--- src/hdl/glos_pkg.sv ---
// shared types and constants for the grid line-of-sight unit
// no dependencies
package glos_pkg;

    localparam int GRID_WIDTH_DEF  = 64;
    localparam int GRID_HEIGHT_DEF = 64;
    localparam int COORD_W         = 6;

    localparam logic REQ_WRITE = 1'b0;
    localparam logic REQ_QUERY = 1'b1;

    typedef struct packed {
        logic wr;
        logic load;
        logic step;
        logic finish;
    } cmd_t;

    typedef struct packed {
        logic at_end;
        logic blocked;
    } status_t;

endpackage

--- src/hdl/glos_ctrl.sv ---
// controller: accepts transactions, sequences the line walk, holds the result register
// depends on glos_pkg
module glos_ctrl (
    input  logic              clk,
    input  logic              rst_n,
    input  logic              req_valid,
    input  logic              req_type,
    output logic              req_ready,
    input  logic              rsp_ready,
    output logic              rsp_valid,
    output logic              rsp_is_visible,
    input  glos_pkg::status_t status,
    output glos_pkg::cmd_t    cmd
);

    typedef enum logic [1:0] {
        ST_IDLE = 2'b01,
        ST_WALK = 2'b10
    } state_t;

    state_t state_reg;
    state_t state_next;
    logic   rsp_valid_reg;
    logic   rsp_valid_next;
    logic   rsp_vis_reg;
    logic   accept;
    logic   finishing;
    logic   slot_free;

    always_comb
    begin
        req_ready = (state_reg == ST_IDLE);
        accept    = req_valid && req_ready;
        finishing = (state_reg == ST_WALK) && (status.blocked || status.at_end);
        slot_free = !rsp_valid_reg || rsp_ready;

        cmd.wr     = accept && (req_type == glos_pkg::REQ_WRITE);
        cmd.load   = accept && (req_type == glos_pkg::REQ_QUERY);
        cmd.finish = finishing && slot_free;
        cmd.step   = (state_reg == ST_WALK) && !finishing;

        state_next = state_reg;
        case (state_reg)
            ST_IDLE:
            begin
                if (cmd.load)
                begin
                    state_next = ST_WALK;
                end
            end
            ST_WALK:
            begin
                if (cmd.finish)
                begin
                    state_next = ST_IDLE;
                end
            end
            default:
            begin
                state_next = ST_IDLE;
            end
        endcase

        if (cmd.finish)
        begin
            rsp_valid_next = 1'b1;
        end
        else if (rsp_ready)
        begin
            rsp_valid_next = 1'b0;
        end
        else
        begin
            rsp_valid_next = rsp_valid_reg;
        end
    end

    always_ff @(posedge clk or negedge rst_n)
    begin
        if (!rst_n)
        begin
            state_reg     <= ST_IDLE;
            rsp_valid_reg <= 1'b0;
        end
        else
        begin
            state_reg     <= state_next;
            rsp_valid_reg <= rsp_valid_next;
        end
    end

    always_ff @(posedge clk)
    begin
        if (cmd.finish)
        begin
            rsp_vis_reg <= !status.blocked;
        end
    end

    assign rsp_valid      = rsp_valid_reg;
    assign rsp_is_visible = rsp_vis_reg;

endmodule

--- config.mk ---
export PLATFORM = sky130hd
export DESIGN_NAME = glos_ctrl
export DESIGN_NICKNAME = d
export VERILOG_FILES = /design/src/hdl/glos_pkg.sv /design/src/hdl/glos_ctrl.sv
export SDC_FILE = /design/constraint.sdc
export NUM_CORES = 1
export LEC_CHECK = 0
export BUFFER_PORTS_ARGS = -buffer_cell sky130_fd_sc_hd__buf_2
export CAP_MARGIN = 20
export CORE_AREA = 3 3 40 42
export DETAILED_ROUTE_END_ITERATION = 10
export DIE_AREA = 0 0 43 45
export GPL_TIMING_DRIVEN = 0
export SYNTH_ARGS = -nofsm -noshare
export SYNTH_HDL_FRONTEND = slang
export SYNTH_SLANG_ARGS = --single-unit
--- constraint.sdc ---
create_clock -name clk -period 1.7 [get_ports clk]
set_clock_uncertainty 0.2 [all_clocks]
set_input_delay 0.17 -clock clk [delete_from_list [all_inputs] [get_ports clk]]
set_output_delay 0.17 -clock clk [all_outputs]
set_load 0.03 [all_outputs]
**After elaboration in Yosys (flattened, before gate mapping)**

Index checks and enable logic that the tools add are counted.

- Logic and storage cells: 26
- Register bits after elaboration: 4
- Output and inout port bits: 7
- Input port bits: 7

- Eq/ne operators: 4
- Reductions and logical operators: 13
- Multiplexer cells: 5
- Bitwise operators: 1

Operator list:

| cell | number |
|---|---|
| logical AND 1 bit | 6 |
| 2-to-1 mux 2 bit | 2 |
| one-hot mux 2 bit (2 select lines) | 1 |
| logical NOT 1 bit | 3 |
| equality test 2 x 1 -> 1 bit (second input constant) | 1 |
| equality test 2 bit (second input constant) | 1 |
| logical OR 1 bit | 2 |
| 2-to-1 mux 1 bit | 2 |
| inequality test 2 x 1 -> 1 bit (second input constant) | 1 |
| inequality test 2 bit (second input constant) | 1 |
| AND reduction 2 bit | 1 |
| nonzero test 2 bit | 1 |
| inverter 1 bit | 1 |

**Depth between registers and ports, before layout**

- Depth in word-level cells: 5
- Depth in mapped cells: 4
- Mapped depth without buffers: 3

**Least setup slack after synthesis**

OpenSTA, ideal clock, no wires.

- Path type: flip-flop to output port
- Start point: register state_reg[0]
- End point: output port cmd[1] in the netlist's numbering
- Required time: 1.330 ns
- Buffers on the path: 0
- Cell stages (with the launch flop): 3
- Data arrival time: 1.311 ns
- Slack: 0.019 ns
- Cells stage by stage: dfstp_2 and2b_1 nor3b_1

RTL lines:

| what | line | text |
|---|---|---|
| start, declared | glos_ctrl.sv:21 | `state_t state_reg;` |
| start signal, assigned | glos_ctrl.sv:87 | `state_reg <= state_next;` |
| end, declared | glos_ctrl.sv:13 | `output glos_pkg::cmd_t cmd` |

==> impl_metrics.yaml <==
run_status:
  status: "finished clean"
yosys:
  yosys-top-cells-area: "dfrtp_1, edfxtp_1, dfstp_2"
  yosysWarnings: 0
  synthFlopType: "dfrtp_1"
  yosys.area.top_type_share_pct: 24.5
  synthDistinctLibCells: 17
  synth_area_sq_um: 204
  yosys-top-cells-count: "dfrtp_1, nand2_1"
  synth_nets: 26
  muxShareOfSynthArea_pct: 0
  synth_edf_count: 1
  yosys.area_share.simple_pct: 31.3
  synth_xor_area_share_pct: 0
  yosysSeqAreaShare_pct: 52.1
  ys_async_sr_fraction_pct: 75.0
  yosysTopAreaCell: "dfrtp_1"
  synth_top_family_by_area: "simple AND/OR/NAND/NOR gates"
  ys_ff_latch: 4
  avgSynthCellArea_sq_um: 10.7
  syn_inst: 19
  synthAdderAreaFrac_pct: 0
  synth-compound-area-share_pct: 11.0
timing:
  max_freq_ghz: 0.602
  worstMarginPinSlew_ps: 214
  rsz0062_at_grt: "yes"
  period_needed_ps: 1660
  min_period_over_period_pct: 97.7
  setup_viol: 0
  relSlewSlack_pct: 85.6
  hold_violations: 0
  final_max_slew_viol_count: 0
cells_and_area:
  most-common-layout-cells: "buf_2, buf_6, buf_4"
  drive_gt1_share_pct: 68.2
  layout.cells.non_filler: 59
  num-nets-final: 52
  largest_reg_flops: 2
  syn2layout_area_growth_pct: 103
  final_common_cell: "buf_2"
  design_area_sq_um: 414
  antenna_cells: 0
placed_design:
  dp.cells: 47
  gp_congestion: 0.693
  port_buffers: 13
  placed_cell_area_sq_um: 288
clocking:
  root_buffer: "clkbuf_4"
  htreeDepth: 1
  tritoncts: "done"
  cts_buffers: 3
  worstSkewPairLatency_ps: 240
  path_clk_slew_ps: 40
  cts.sinks: 4
  cts.path.max_buffers: 2
route:
  drtIter0Drc: 6
  drt-total-wl_microns: 579
  wl_per_cell_microns: 9.81
  route.detailed.drc: 0
  final_antenna_net_count: 0
  vias: 228
  drt_first_pass_iters: 4
  vias_per_cell: 3.86
worst_setup_path:
  r2r_slack_ps: 70
  crit_arrival_ps: 1290
  crit_buf_inv: 1
  cp_max_fo: 3
  reg2regPathDepth: 8
  cp_top_family: "flip-flops"
  crit-reg2reg-capture: "rsp_valid"
  path_cells: "and2b_2 -> nor3b_1 -> buf_4"
  cp-end-kind: "output port"
  path_depth: 3
  worst-endpoint-required_ps: 1330
  crit_type: "flop to output port"
  critPathLaunchType: "flop"
  slowest_delay_ps: 520
  crit_slowest_cell: "dfstp_2"
  reg2reg_from: "state_reg[0]"
global_routing:
  grt_pass1_vias: 227
  gr-total-overflow: 0
  grt_use_total_pct: 8.35
  grt_pass1_wl_microns: 1040
  antenna_found_initial: 0
  grt_max_degree: 5
worst_hold_path:
  holdPathStages: 2
  hold_start: "status[0]"
  hp-class: "input pin to flop"
  hold_end: "rsp_is_visible"
pwr:
  vdd_drop_max_mv: 0.211
  leakage_uw: 0.000228
  p_per_area_nw_per_um2: 737
die:
  io_pins: 14
  dieHeight_microns: 45
  start_util_pct: 15.9
  placementRows: 13
  die-area_sq_um: 1940
  die_w_microns: 43
  core-area_sq_um: 1280
job:
  maxCapViolations: 0
-- kinds of logic after synthesis --
| logic type | Yosys count |
|---|---|
| AO/OA/AOI/OAI | 4 |
| buffers and inverters | 2 |
| AND/OR/NAND/NOR | 9 |
| flip-flops | 4 |
-- area by class of cell --
cell class,instances,area [sq um]
Sequential cell,4,106
Multi-Input combinational cell,13,93.8
Timing Repair Buffer,22,165
Inverter,1,3.75
Fill cell,135,871
Clock buffer,4,26.3
Tap cell,15,18.8
-- worst register-to-register path, stage by stage (launching register included) --
cell and delay [ps]:
dfstp_2 520, and2b_2 230, o21ai_2 70, buf_4 140, buf_6 80, buf_6 80, buf_6 80, buf_6 70
nand2_1 40
-- metrics by stage --
step | TNS, ps | hold slack (ps) | setup WS [ps] | util (%) | total power (uW)
detailed placement | 0 | -230 | 128 | 22.4 | 161
global placement | 0 | -233 | 132 | 22.4 | 160
CTS | 0 | 3.44 | 4.19 | 31.0 | 309
floorplan | 0 | -326 | 18.7 | - | 142
finish | 0 | 5.23 | 39.3 | 32.2 | 305
global route | -6.66 | 7.76 | -6.66 | 32.2 | 333
-- metal layers --
metal | vias to the layer above | routed length (microns) | track usage, %
met4 | 0 | 19 | 10.8
met5 | - | 0 | 0
met2 | 15 | 271 | 11.4
li1 | 114 | - | -
met1 | 97 | 241 | 8.50
met3 | 2 | 46 | 3.59
-- worst max-delay path by stage --
stage | from | endpoint | slack [ps]
5_1_grt | state_reg[0] | cmd[1] | -7
3_5_place_dp | state_reg[0] | cmd[0] | 130
3_3_place_gp | state_reg[0] | cmd[0] | 130
2_1_floorplan | state_reg[0] | cmd[1] | 20
4_1_cts | state_reg[0] | rsp_valid | 4
6_report | state_reg[0] | cmd[1] | 40
-- report_power, final --
group	internal [uW]	switching [uW]	total [uW]
logic	30.1	34.0	64.1
registers	105	2.90	108
clock network	88.5	44.7	133
-- what timing repair did --
item	CTS	global route
hold buffers	1	0
cloned	0	0
buffers inserted	7	2
gates resized for setup	9	4
endpoints found under the hold margin	3	0
endpoints found under the setup margin	1	4
No activity file was read; power rests on OpenSTA's default activity.
